## config.mk

```make
export PLATFORM = sky130hd
export DESIGN_NAME = cpu8_instruction_execute_top
export DESIGN_NICKNAME = d
export VERILOG_FILES = /design/src/hw/rtl/cpu8ie_pkg.sv /design/src/hw/rtl/cpu8_instruction_execute_top.sv /design/src/hw/rtl/cpu8ie_fifo.sv /design/src/hw/rtl/cpu8ie_front.sv /design/src/hw/rtl/cpu8ie_back.sv
export SDC_FILE = /design/constraint.sdc
export NUM_CORES = 1
export LEC_CHECK = 0
export BUFFER_PORTS_ARGS = -buffer_cell sky130_fd_sc_hd__buf_2
export CAP_MARGIN = 40
export CORE_MARGIN = 2
export CORE_UTILIZATION = 30
export CTS_CLUSTER_SIZE = 16
export DETAILED_ROUTE_END_ITERATION = 16
export GPL_TIMING_DRIVEN = 0
export MAX_ROUTING_LAYER = met4
export PLACE_DENSITY = 0.51
export SLEW_MARGIN = 20
export SYNTH_ARGS = -nofsm -noshare
export SYNTH_HDL_FRONTEND = slang
export SYNTH_HIERARCHICAL = 1
export SYNTH_SLANG_ARGS = --single-unit
```

## constraint.sdc

```tcl
create_clock -name clk -period 10 [get_ports clk]
set_input_delay 1 -clock clk [delete_from_list [all_inputs] [get_ports clk]]
set_output_delay 1 -clock clk [all_outputs]
set_load 0.01 [all_outputs]
```

## src/hw/rtl/cpu8ie_pkg.sv

```systemverilog
`default_nettype none
package cpu8ie_pkg;

  localparam int OP_W = 6;
  localparam int DATA_W = 8;

  localparam logic [OP_W-1:0] OP_LDA = 6'd0;
  localparam logic [OP_W-1:0] OP_STA = 6'd1;
  localparam logic [OP_W-1:0] OP_LDX = 6'd2;
  localparam logic [OP_W-1:0] OP_STX = 6'd3;
  localparam logic [OP_W-1:0] OP_LDY = 6'd4;
  localparam logic [OP_W-1:0] OP_STY = 6'd5;
  localparam logic [OP_W-1:0] OP_TAX = 6'd6;
  localparam logic [OP_W-1:0] OP_TXA = 6'd7;
  localparam logic [OP_W-1:0] OP_TAY = 6'd8;
  localparam logic [OP_W-1:0] OP_TYA = 6'd9;
  localparam logic [OP_W-1:0] OP_ADC = 6'd10;
  localparam logic [OP_W-1:0] OP_SBC = 6'd11;
  localparam logic [OP_W-1:0] OP_INC = 6'd12;
  localparam logic [OP_W-1:0] OP_DEC = 6'd13;
  localparam logic [OP_W-1:0] OP_INX = 6'd14;
  localparam logic [OP_W-1:0] OP_DEX = 6'd15;
  localparam logic [OP_W-1:0] OP_INY = 6'd16;
  localparam logic [OP_W-1:0] OP_DEY = 6'd17;
  localparam logic [OP_W-1:0] OP_ASL = 6'd18;
  localparam logic [OP_W-1:0] OP_LSR = 6'd19;
  localparam logic [OP_W-1:0] OP_ROL = 6'd20;
  localparam logic [OP_W-1:0] OP_ROR = 6'd21;
  localparam logic [OP_W-1:0] OP_ORA = 6'd22;
  localparam logic [OP_W-1:0] OP_AND = 6'd23;
  localparam logic [OP_W-1:0] OP_EOR = 6'd24;
  localparam logic [OP_W-1:0] OP_BIT = 6'd25;
  localparam logic [OP_W-1:0] OP_CMP = 6'd26;
  localparam logic [OP_W-1:0] OP_CPX = 6'd27;
  localparam logic [OP_W-1:0] OP_CPY = 6'd28;
  localparam logic [OP_W-1:0] OP_BCC = 6'd29;
  localparam logic [OP_W-1:0] OP_BCS = 6'd30;
  localparam logic [OP_W-1:0] OP_BEQ = 6'd31;
  localparam logic [OP_W-1:0] OP_BNE = 6'd32;
  localparam logic [OP_W-1:0] OP_BPL = 6'd33;
  localparam logic [OP_W-1:0] OP_BMI = 6'd34;
  localparam logic [OP_W-1:0] OP_BVC = 6'd35;
  localparam logic [OP_W-1:0] OP_BVS = 6'd36;
  localparam logic [OP_W-1:0] OP_CLC = 6'd37;
  localparam logic [OP_W-1:0] OP_SEC = 6'd38;
  localparam logic [OP_W-1:0] OP_CLI = 6'd39;
  localparam logic [OP_W-1:0] OP_SEI = 6'd40;
  localparam logic [OP_W-1:0] OP_CLD = 6'd41;
  localparam logic [OP_W-1:0] OP_SED = 6'd42;
  localparam logic [OP_W-1:0] OP_CLV = 6'd43;
  localparam logic [OP_W-1:0] OP_NOP = 6'd44;
  localparam logic [OP_W-1:0] OP_STP = 6'd45;

  // branch flag select
  localparam logic [1:0] BR_C = 2'd0;
  localparam logic [1:0] BR_Z = 2'd1;
  localparam logic [1:0] BR_N = 2'd2;
  localparam logic [1:0] BR_V = 2'd3;

  localparam int QUEUE_DEPTH_DEF = 2;
  localparam int OUT_DEPTH_DEF = 2;

  typedef struct packed {
    logic [OP_W-1:0]   op;
    logic [DATA_W-1:0] mem_value;
    logic              store_en;
    logic              is_branch;
    logic [1:0]        br_sel;
    logic              br_pol;
  } dec_t;

  typedef struct packed {
    logic [DATA_W-1:0] store_value;
    logic              store_enable;
    logic              branch_taken;
    logic [DATA_W-1:0] acc;
    logic [DATA_W-1:0] xreg;
    logic [DATA_W-1:0] yreg;
    logic [DATA_W-1:0] status;
    logic              halted;
  } res_t;

endpackage
`default_nettype wire

```

## src/hw/rtl/cpu8_instruction_execute_top.sv

```systemverilog
`default_nettype none
// 6502-style execute unit: one operation per transaction, one result per
// transaction, in order. Sustained rate is one transaction per cycle while
// neither the push side nor the pop side stalls; a transaction pushed into
// an idle block passes the decode register, then the decode queue; the
// execute stage works straight off the decode queue head and writes the
// result queue. Execution is serialized through the single execute stage,
// which owns A, X, Y, the flags and the halt flag; the decode queue and the
// result queue let the push and pop sides stall independently. After STP
// every later transaction reports the held state until reset.
module cpu8_instruction_execute_top
  import cpu8ie_pkg::*;
#(
  parameter int QUEUE_DEPTH = QUEUE_DEPTH_DEF,
  parameter int OUT_DEPTH   = OUT_DEPTH_DEF
) (
  input  wire               clk,
  input  wire               rst,
  input  wire               push,
  output logic              full,
  input  wire  [OP_W-1:0]   opcode,
  input  wire  [DATA_W-1:0] mem_value,
  output logic              empty,
  input  wire               pop,
  output logic [DATA_W-1:0] store_value,
  output logic              store_enable,
  output logic              branch_taken,
  output logic [DATA_W-1:0] acc_out,
  output logic [DATA_W-1:0] xreg_out,
  output logic [DATA_W-1:0] yreg_out,
  output logic [DATA_W-1:0] status_out,
  output logic              halted_out
);

  logic dec_valid, dec_ready;
  dec_t dec_data;
  logic q_full, q_empty, q_pop;
  dec_t q_data;
  logic res_push, res_full;
  res_t res_in, res_out;

  cpu8ie_front u_front (
    .clk       (clk),
    .rst       (rst),
    .push      (push),
    .opcode    (opcode),
    .mem_value (mem_value),
    .full      (full),
    .dec_valid (dec_valid),
    .dec_data  (dec_data),
    .dec_ready (dec_ready)
  );

  assign dec_ready = !q_full;

  cpu8ie_fifo #(.T(dec_t), .DEPTH(QUEUE_DEPTH)) u_dec_queue (
    .clk   (clk),
    .rst   (rst),
    .push  (dec_valid),
    .din   (dec_data),
    .full  (q_full),
    .pop   (q_pop),
    .dout  (q_data),
    .empty (q_empty)
  );

  cpu8ie_back u_back (
    .clk      (clk),
    .rst      (rst),
    .in_valid (!q_empty),
    .in_data  (q_data),
    .in_ready (q_pop),
    .res_push (res_push),
    .res_data (res_in),
    .res_full (res_full)
  );

  cpu8ie_fifo #(.T(res_t), .DEPTH(OUT_DEPTH)) u_res_queue (
    .clk   (clk),
    .rst   (rst),
    .push  (res_push),
    .din   (res_in),
    .full  (res_full),
    .pop   (pop),
    .dout  (res_out),
    .empty (empty)
  );

  assign store_value  = res_out.store_value;
  assign store_enable = res_out.store_enable;
  assign branch_taken = res_out.branch_taken;
  assign acc_out      = res_out.acc;
  assign xreg_out     = res_out.xreg;
  assign yreg_out     = res_out.yreg;
  assign status_out   = res_out.status;
  assign halted_out   = res_out.halted;

endmodule
`default_nettype wire

```

## src/hw/rtl/cpu8ie_fifo.sv

```systemverilog
`default_nettype none
module cpu8ie_fifo #(
  parameter type T = logic,
  parameter int DEPTH = 2
) (
  input  wire  clk,
  input  wire  rst,
  input  wire  push,
  input  T     din,
  output logic full,
  input  wire  pop,
  output T     dout,
  output logic empty
);

  localparam int AW = (DEPTH > 1) ? $clog2(DEPTH) : 1;
  localparam int CW = $clog2(DEPTH + 1);

  T               mem [DEPTH];
  logic [AW-1:0]  wr_ptr;
  logic [AW-1:0]  rd_ptr;
  logic [CW-1:0]  count;
  logic           do_push;
  logic           do_pop;

  assign full    = (count == CW'(DEPTH));
  assign empty   = (count == '0);
  assign do_push = push && !full;
  assign do_pop  = pop && !empty;
  assign dout    = mem[rd_ptr];

  always_ff @(posedge clk) begin
    if (rst) begin
      wr_ptr <= '0;
      rd_ptr <= '0;
      count  <= '0;
    end else begin
      if (do_push) begin
        wr_ptr <= (wr_ptr == AW'(DEPTH - 1)) ? '0 : wr_ptr + AW'(1);
      end
      if (do_pop) begin
        rd_ptr <= (rd_ptr == AW'(DEPTH - 1)) ? '0 : rd_ptr + AW'(1);
      end
      case ({do_push, do_pop})
        2'b10:   count <= count + CW'(1);
        2'b01:   count <= count - CW'(1);
        default: count <= count;
      endcase
    end
  end

  always_ff @(posedge clk) begin
    if (do_push) begin
      mem[wr_ptr] <= din;
    end
  end

endmodule
`default_nettype wire

```

## src/hw/rtl/cpu8ie_front.sv

```systemverilog
`default_nettype none
module cpu8ie_front
  import cpu8ie_pkg::*;
(
  input  wire               clk,
  input  wire               rst,
  input  wire               push,
  input  wire  [OP_W-1:0]   opcode,
  input  wire  [DATA_W-1:0] mem_value,
  output logic              full,
  output logic              dec_valid,
  output dec_t              dec_data,
  input  wire               dec_ready
);

  logic valid;
  dec_t dec;
  dec_t dec_next;

  always_comb begin
    dec_next           = '0;
    dec_next.mem_value = mem_value;
    // unused codes collapse to NOP
    dec_next.op        = (opcode > OP_STP) ? OP_NOP : opcode;
    dec_next.store_en  = opcode inside {OP_STA, OP_STX, OP_STY, [OP_INC:OP_DEC],
                                        [OP_ASL:OP_ROR]};
    dec_next.is_branch = opcode inside {[OP_BCC:OP_BVS]};
    case (opcode)
      OP_BCC:  begin dec_next.br_sel = BR_C; dec_next.br_pol = 1'b0; end
      OP_BCS:  begin dec_next.br_sel = BR_C; dec_next.br_pol = 1'b1; end
      OP_BEQ:  begin dec_next.br_sel = BR_Z; dec_next.br_pol = 1'b1; end
      OP_BNE:  begin dec_next.br_sel = BR_Z; dec_next.br_pol = 1'b0; end
      OP_BPL:  begin dec_next.br_sel = BR_N; dec_next.br_pol = 1'b0; end
      OP_BMI:  begin dec_next.br_sel = BR_N; dec_next.br_pol = 1'b1; end
      OP_BVC:  begin dec_next.br_sel = BR_V; dec_next.br_pol = 1'b0; end
      OP_BVS:  begin dec_next.br_sel = BR_V; dec_next.br_pol = 1'b1; end
      default: begin dec_next.br_sel = BR_C; dec_next.br_pol = 1'b0; end
    endcase
  end

  assign full      = valid && !dec_ready;
  assign dec_valid = valid;
  assign dec_data  = dec;

  always_ff @(posedge clk) begin
    if (rst) begin
      valid <= 1'b0;
    end else if (!full) begin
      valid <= push;
    end
  end

  always_ff @(posedge clk) begin
    if (push && !full) begin
      dec <= dec_next;
    end
  end

endmodule
`default_nettype wire

```

## src/hw/rtl/cpu8ie_back.sv

```systemverilog
`default_nettype none
module cpu8ie_back
  import cpu8ie_pkg::*;
(
  input  wire  clk,
  input  wire  rst,
  input  wire  in_valid,
  input  dec_t in_data,
  output logic in_ready,
  output logic res_push,
  output res_t res_data,
  input  wire  res_full
);

  logic [DATA_W-1:0] acc, xreg, yreg;
  logic              carry, zero, negative, overflow, irq_dis, decimal, halted;

  logic [DATA_W-1:0] acc_next, xreg_next, yreg_next;
  logic              carry_next, zero_next, negative_next, overflow_next;
  logic              irq_dis_next, decimal_next, halted_next;

  logic [DATA_W-1:0] m;
  logic [DATA_W-1:0] addend;
  logic [DATA_W:0]   sum;
  logic [DATA_W-1:0] cmp_reg;
  logic [DATA_W:0]   diff;
  logic [DATA_W-1:0] sv;
  logic              br_flag;
  logic              fire;

  assign fire     = in_valid && !res_full;
  assign in_ready = !res_full;
  assign m        = in_data.mem_value;
  assign addend   = (in_data.op == OP_SBC) ? ~m : m;
  assign sum      = {1'b0, acc} + {1'b0, addend} + {{DATA_W{1'b0}}, carry};

  always_comb begin
    case (in_data.op)
      OP_CPX:  cmp_reg = xreg;
      OP_CPY:  cmp_reg = yreg;
      default: cmp_reg = acc;
    endcase
  end

  assign diff = {1'b0, cmp_reg} - {1'b0, m};

  always_comb begin
    case (in_data.br_sel)
      BR_C:    br_flag = carry;
      BR_Z:    br_flag = zero;
      BR_N:    br_flag = negative;
      default: br_flag = overflow;
    endcase
  end

  always_comb begin
    acc_next      = acc;
    xreg_next     = xreg;
    yreg_next     = yreg;
    carry_next    = carry;
    zero_next     = zero;
    negative_next = negative;
    overflow_next = overflow;
    irq_dis_next  = irq_dis;
    decimal_next  = decimal;
    halted_next   = halted;
    sv            = '0;
    if (!halted) begin
      case (in_data.op)
        OP_LDA: acc_next  = m;
        OP_STA: sv        = acc;
        OP_LDX: xreg_next = m;
        OP_STX: sv        = xreg;
        OP_LDY: yreg_next = m;
        OP_STY: sv        = yreg;
        OP_TAX: xreg_next = acc;
        OP_TXA: acc_next  = xreg;
        OP_TAY: yreg_next = acc;
        OP_TYA: acc_next  = yreg;
        OP_ADC, OP_SBC: begin
          acc_next      = sum[DATA_W-1:0];
          carry_next    = sum[DATA_W];
          overflow_next = (acc[DATA_W-1] ^ sum[DATA_W-1]) &
                          (addend[DATA_W-1] ^ sum[DATA_W-1]);
        end
        OP_INC: sv        = m + 8'd1;
        OP_DEC: sv        = m - 8'd1;
        OP_INX: xreg_next = xreg + 8'd1;
        OP_DEX: xreg_next = xreg - 8'd1;
        OP_INY: yreg_next = yreg + 8'd1;
        OP_DEY: yreg_next = yreg - 8'd1;
        OP_ASL: begin sv = {m[6:0], 1'b0};  carry_next = m[7]; end
        OP_LSR: begin sv = {1'b0, m[7:1]};  carry_next = m[0]; end
        OP_ROL: begin sv = {m[6:0], carry}; carry_next = m[7]; end
        OP_ROR: begin sv = {carry, m[7:1]}; carry_next = m[0]; end
        OP_ORA: acc_next = acc | m;
        OP_AND: acc_next = acc & m;
        OP_EOR: acc_next = acc ^ m;
        OP_BIT: begin
          zero_next     = ((acc & m) == '0);
          overflow_next = m[6];
          negative_next = m[7];
        end
        OP_CMP, OP_CPX, OP_CPY: begin
          carry_next    = !diff[DATA_W];
          zero_next     = (cmp_reg == m);
          negative_next = diff[DATA_W-1];
        end
        OP_CLC: carry_next    = 1'b0;
        OP_SEC: carry_next    = 1'b1;
        OP_CLI: irq_dis_next  = 1'b0;
        OP_SEI: irq_dis_next  = 1'b1;
        OP_CLD: decimal_next  = 1'b0;
        OP_SED: decimal_next  = 1'b1;
        OP_CLV: overflow_next = 1'b0;
        OP_STP: halted_next   = 1'b1;
        default: ;
      endcase
      // Z/N from the written value
      case (in_data.op)
        OP_LDA, OP_TXA, OP_TYA, OP_ADC, OP_SBC, OP_ORA, OP_AND, OP_EOR: begin
          zero_next     = (acc_next == '0);
          negative_next = acc_next[7];
        end
        OP_LDX, OP_TAX, OP_INX, OP_DEX: begin
          zero_next     = (xreg_next == '0);
          negative_next = xreg_next[7];
        end
        OP_LDY, OP_TAY, OP_INY, OP_DEY: begin
          zero_next     = (yreg_next == '0);
          negative_next = yreg_next[7];
        end
        OP_INC, OP_DEC, OP_ASL, OP_LSR, OP_ROL, OP_ROR: begin
          zero_next     = (sv == '0);
          negative_next = sv[7];
        end
        default: ;
      endcase
    end
  end

  always_comb begin
    res_data.store_enable = in_data.store_en && !halted;
    res_data.store_value  = res_data.store_enable ? sv : '0;
    res_data.branch_taken = in_data.is_branch && !halted && (br_flag == in_data.br_pol);
    res_data.acc          = acc_next;
    res_data.xreg         = xreg_next;
    res_data.yreg         = yreg_next;
    res_data.status       = {negative_next, overflow_next, 1'b1, 1'b0,
                             decimal_next, irq_dis_next, zero_next, carry_next};
    res_data.halted       = halted_next;
  end

  assign res_push = fire;

  always_ff @(posedge clk) begin
    if (rst) begin
      acc      <= '0;
      xreg     <= '0;
      yreg     <= '0;
      carry    <= 1'b0;
      zero     <= 1'b0;
      negative <= 1'b0;
      overflow <= 1'b0;
      irq_dis  <= 1'b1;
      decimal  <= 1'b0;
      halted   <= 1'b0;
    end else if (fire) begin
      acc      <= acc_next;
      xreg     <= xreg_next;
      yreg     <= yreg_next;
      carry    <= carry_next;
      zero     <= zero_next;
      negative <= negative_next;
      overflow <= overflow_next;
      irq_dis  <= irq_dis_next;
      decimal  <= decimal_next;
      halted   <= halted_next;
    end
  end

endmodule
`default_nettype wire
```

# Yosys cells after proc, flatten, opt, wreduce, memory -nomap -nowiden
# Memories as Yosys holds them, arrays and structs flattened. A register that Yosys moved wholly into a read port is not among the register bits.
# Cells that the tools add are included.
[word_totals] mem_count=2 latch_bits=0 word_cells=198 mem_bits_ro=0 in_bits=18 ram_bits=120 register_bits=59 output_inout_bits=45
[memory_table] memory="u_res_queue.mem" words=2 word_bits=41 rd=1 rd_ports_with_merged_regs=1 write_ports=1 line="cpu8ie_fifo.sv:19" source="T mem [DEPTH];"
[memory_table] memory="u_dec_queue.mem" words=2 word_bits=19 rd=1 rd_ports_with_merged_regs=1 write_ports=1 line="cpu8ie_fifo.sv:19"
[op_classes] n_addsub=17 n_mux=47 eq_ne=56 n_shift=0 multipliers=0 magnitude_cmp=7 reduce_logical=39 n_bitwise=7 n_div=0
[ops] op="equality test 6 x 5 -> 1 bit, second input constant" count=15
[ops] op="2-to-1 mux 8 bit" count=10
[ops] op="equality test 6 bit, second input constant" count=13
[ops] op="case mux 8 bit (9 select lines)" count=1
[ops] op="case mux 8 bit (4 select lines)" count=2
[ops] op="case mux 8 bit (7 select lines)" count=1
[ops] op="equality test 6 x 4 -> 1 bit, second input constant" count=8
[ops] op="logical NOT 8 bit" count=5
[ops] op="equality test 6 x 3 -> 1 bit, second input constant" count=5
[ops] op="adder 8 x 1 -> 8 bit, second input constant" count=3
[ops] op="subtractor 8 x 1 -> 8 bit, second input constant" count=3
[ops] op="case mux 3 bit (7 select lines)" count=1
[ops] op="2-to-1 mux 1 bit" count=20
[ops] op="equality test 6 x 2 -> 1 bit, second input constant" count=3
[ops] op="case mux 8 bit (2 select lines)" count=1
[ops] op="equality test 6 x 1 -> 1 bit, second input constant" count=2
[ops] op="greater-or-equal comparator 6 x 5 -> 1 bit, second input constant" count=2
[ops] op="logical AND 1 bit" count=12
[ops] op="equality test 2 bit, second input constant" count=5
[ops] op="adder 8 x 8 -> 9 bit" count=1
[ops] op="adder 9 x 1 -> 9 bit" count=1
[ops] op="subtractor 8 x 8 -> 9 bit" count=1
[ops] op="bitwise AND 8 bit" count=1
[ops] op="equality test 8 bit" count=1
[ops] op="other kinds (30)" count=56

# Depth between registers and ports, before layout
[depth] ltp_word=9 mapped_depth=21 depth_no_buf=16

# Cells and area by module
# The synthesis kept the hierarchy.
[by_module_without_submodules] module="cpu8ie_back" seq_area_each_um2=620.6 n_inst=1 area_each_um2=5139.9 cells_each=712
[by_module_without_submodules] module="cpu8ie_fifo (u_res_queue)" seq_area_each_um2=2682.6 n_inst=1 area_each_um2=3315.7 cells_each=160
[by_module_without_submodules] module="cpu8ie_fifo (u_dec_queue)" seq_area_each_um2=1241.2 n_inst=1 area_each_um2=1589.0 cells_each=85
[by_module_without_submodules] module="cpu8ie_front" seq_area_each_um2=590.6 n_inst=1 area_each_um2=805.8 cells_each=57
[by_module_without_submodules] module="cpu8_instruction_execute_top" seq_area_each_um2=0.0 n_inst=1 area_each_um2=7.5 cells_each=2

# Least setup slack after synthesis
# Ideal clock, no wire load.
[synth_path] kind="register to register" startpoint="register (tool-made name)" endpoint="memory u_res_queue/mem[0][2] (netlist bit) (data pin)" period_less_slack_ps=4443 path_slack_ps=5557 t_arrival_ps=4315 setup_ps=128 path_buffers=5 required_ps=9872 stages_incl_launch_ff=20 path_cell_list="dfxtp_1 > buf_2 > buf_2 > mux2_1 > buf_6 > nand2b_1 > buf_2 > nor3_4 > xnor2_1 > fa_1 > inv_1 > fa_1 > a22o_1 > nor4_1 > nand2_1 > nor4b_1 > and4b_1 > nor4_2 > o31ai_1 > buf_4"
[synth_lines] element="end: declaration" line="cpu8ie_fifo.sv:19"

==> impl_metrics.env <==
export IMPL_outcome="finished, final reports clean"
export IMPL_slew_headroom=0.4176
export IMPL_busiest_layer="met2"
export IMPL_power_density_mw_per_mm2=243.9
export IMPL_nets=1177
export IMPL_endpoint_kind="register"
export IMPL_dp_hpwl_mm=25.09
export IMPL_hp_class="reg2reg"
export IMPL_grt_use_met3=0.03340
export IMPL_ios=63
export IMPL_clockRootBuffer="clkbuf_16"
export IMPL_min_period_ns=5.573
export IMPL_cts_hold_buffers_added=0
export IMPL_place_ws_ns=4.457
export IMPL_syn_area_mm2=0.01086
export IMPL_avgSynthCellArea_um2=10.69
export IMPL_clock_skew_ns=0.01524
export IMPL_syn_to_final_growth_pct=14.17
export IMPL_r2r_cells=20
export IMPL_critPathArrivalTime_ns=5.79
export IMPL_clock_latency_ns=0.46
export IMPL_cts_resized=0
export IMPL_drive_gt1_frac=0.1971
export IMPL_r2r_end="u_res_queue/mem[0][2]$_DFFE_PP_"
export IMPL_vias=8447
export IMPL_grt_pass1_wl_mm=51.67
export IMPL_synth_warnings=6
export IMPL_fp_dieW_um=194.2
export IMPL_antenna_found_initial=0
export IMPL_crit_type="reg2reg"
export IMPL_final_cell_mix="143 x edfxtp_1, 87 x nor2_1, 86 x buf_2"
export IMPL_wl_per_cell_um=21.31
export IMPL_cts_path_max_buffers=2
export IMPL_async_flop_share=0
export IMPL_p_leak_nw=4.571
export IMPL_reg2reg_setup_slack_ns=4.43
export IMPL_hp_start="u_front/dec_data[10]$_DFFE_PP_"
export IMPL_track_usage=0.1875
export IMPL_hold_viol_final=0
export IMPL_final_common_cell="edfxtp_1"
export IMPL_cts_tree="built"
export IMPL_cap_violations=0
export IMPL_routed_wl_mm=33.61
export IMPL_holdWs_ns=0.4449
export IMPL_final_cells=1577
export IMPL_grt_pass1_vias=8113
export IMPL_cts_setup_buffers=0
export IMPL_synth_cell_type_count=85
export IMPL_syn_instance_count=1016
export IMPL_final_core_util=0.3485
export IMPL_vias_per_cell=5.356
export IMPL_htree_levels=4
export IMPL_hold_end="u_dec_queue/mem[1][10]$_DFFE_PP_"
export IMPL_grt_ovfl_total=0
export IMPL_drt_iter0_drc=667
export IMPL_numCtsBuffers=17
export IMPL_clock_fmax_mhz=179.4
export IMPL_cp_max_fo=10
export IMPL_die_h_um=194.2
export IMPL_tightest_slew_ns=0.8669
export IMPL_ant_nets=0
export IMPL_die_area_mm2=0.03773
export IMPL_yosys_register_bits=185
export IMPL_synth_edf_count=143
export IMPL_core_area_mm2=0.03557
export IMPL_syn_nets=1090
export IMPL_fillers=3565
export IMPL_place_gp_congestion=0.9271
export IMPL_ir_worst_vdd_mv=0.1405
export IMPL_antenna_cells=0
export IMPL_cts_sinks=185
export IMPL_period_share=0.5573
export IMPL_drc=0
export IMPL_grt_start_max_net_pins=44
export IMPL_whs_path_depth=0
export IMPL_met2_usage=0.2836
export IMPL_portBuffers=59
export IMPL_start_util=0.3053
export IMPL_startpoint_type="register"
export IMPL_clkTransAtPathRegs_ns=0.07
export IMPL_final_setup_worst_slack_ns=4.427
export IMPL_ys_flop_type="edfxtp_1"
export IMPL_crit_required_ns=10.22
export IMPL_use_met1=0.2506
export IMPL_rsz0062_at_grt="no"
export IMPL_slew_viol_final=0
export IMPL_tns_ns=0
export IMPL_setup_viol=0
export IMPL_synth_seq_area_share=0.4729
export IMPL_rows=69
export IMPL_first_pass_iters=6
export IMPL_dp_cells=1545
==> synth_stat cells, drive strengths merged, types with 8 or more instances <==
cell	number	share of area
nor3	27	0.016
a21o	8	0.0055
a221oi	12	0.0097
nand3	23	0.011
a21oi	78	0.036
clkbuf	26	0.0090
dfxtp	42	0.077
nor2b	14	0.0081
inv	38	0.013
o22a	8	0.0065
edfxtp	143	0.40
nand2b	14	0.0085
a221o	10	0.0092
or3	10	0.0058
buf	37	0.019
nand4	8	0.0046
ha	51	0.059
o21ai	35	0.016
mux2i	13	0.012
nor4	9	0.0069
a22o	9	0.0073
xnor2	28	0.023
a211oi	8	0.0055
nand2	75	0.026
mux2	66	0.068
xor2	16	0.013
a22oi	14	0.0097
nor2	89	0.032
==> metrics by stage <==
| stage | total power, W | instance area [µm²] |
|---|---|---|
| 2_1_floorplan | 0.001930 | 10860 |
| 3_3_place_gp | 0.002358 | 11730 |
| 3_5_place_dp | 0.002377 | 11820 |
| 4_1_cts | 0.003056 | 12400 |
| 5_1_grt | 0.003211 | 12400 |
| 6_report | 0.003023 | 12400 |
==> where the power goes <==
group	total [W]	switching [W]	leakage [nW]	internal, W
registers	0.00113	0.0000833	1.69	0.00104
clock network	0.000664	0.000312	0.277	0.000352
logic	0.00123	0.000763	2.60	0.000469
total	0.00302	0.00116	4.57	0.00186
==> layout make-up <==
| type | instances | area, µm² | share of cell area |
|---|---|---|---|
| clock buffer | 19 | 432.9 | 0.03492 |
| multi-input combinational | 729 | 5281 | 0.4260 |
| tap | 461 | 576.8 | 0.04653 |
| timing repair buffer | 68 | 374.1 | 0.03018 |
| sequential | 185 | 5135 | 0.4142 |
| clock inverter | 13 | 141.4 | 0.01140 |
| buffer | 63 | 309.0 | 0.02493 |
| inverter | 39 | 146.4 | 0.01181 |
==> worst max-delay path by stage <==
| stage | from | end | slack [ns] | depth (start not counted) |
|---|---|---|---|---|
| floorplan | register | u_res_queue/mem[0][2]$_DFFE_PP_ | 5.56 | 19 |
| global route | register | u_res_queue/mem[0][2]$_DFFE_PP_ | 4.11 | 19 |
| CTS | register | u_res_queue/mem[0][2]$_DFFE_PP_ | 4.43 | 19 |
| detailed placement | register | u_res_queue/mem[0][2]$_DFFE_PP_ | 4.46 | 19 |
| global placement | register | u_res_queue/mem[0][2]$_DFFE_PP_ | 4.01 | 17 |
| finish | register | u_res_queue/mem[0][2]$_DFFE_PP_ | 4.43 | 20 |
==> flip-flops by register name, summed over array words and instances (netlist names), 2 cells and up, named ones only <==
register and flops:
u_back/acc 8, u_back/xreg 8, u_back/yreg 8, u_dec_queue/count 2, u_dec_queue/mem 38, u_front/dec_data 19
u_res_queue/count 2, u_res_queue/mem 86
==> cell families after synthesis <==
kind of cell,synth area share
other cells,0.0006917
compound gates,0.1549
fa+ha+maj,0.06799
flops,0.4729
mux,0.08251
xor+xnor,0.03549
simple gates,0.1436
buf+inv,0.04194
==> layer usage <==
| layer | up-vias | share of wire |
|---|---|---|
| li1 | 3976 | - |
| met3 | 61 | 0.048 |
| met5 | - | 0 |
| met2 | 274 | 0.45 |
| met1 | 4136 | 0.47 |
| met4 | 0 | 0.036 |
==> worst max-delay path, cell delays in order (launching register included) <==
cell	delay (ns)
dfxtp_1	0.30
buf_2	0.24
buf_2	0.32
mux2_1	0.45
buf_6	0.18
nand2b_1	0.13
buf_2	0.21
nor3_4	0.51
xnor2_1	0.16
fa_1	0.49
inv_1	0.10
fa_1	0.22
a211oi_1	0.10
nor3b_1	0.38
o22ai_1	0.17
xnor2_1	0.18
a21oi_1	0.12
and4b_1	0.26
nor4_2	0.48
o31ai_1	0.16
buf_4	0.17
(Power assumes the default switching activity.)
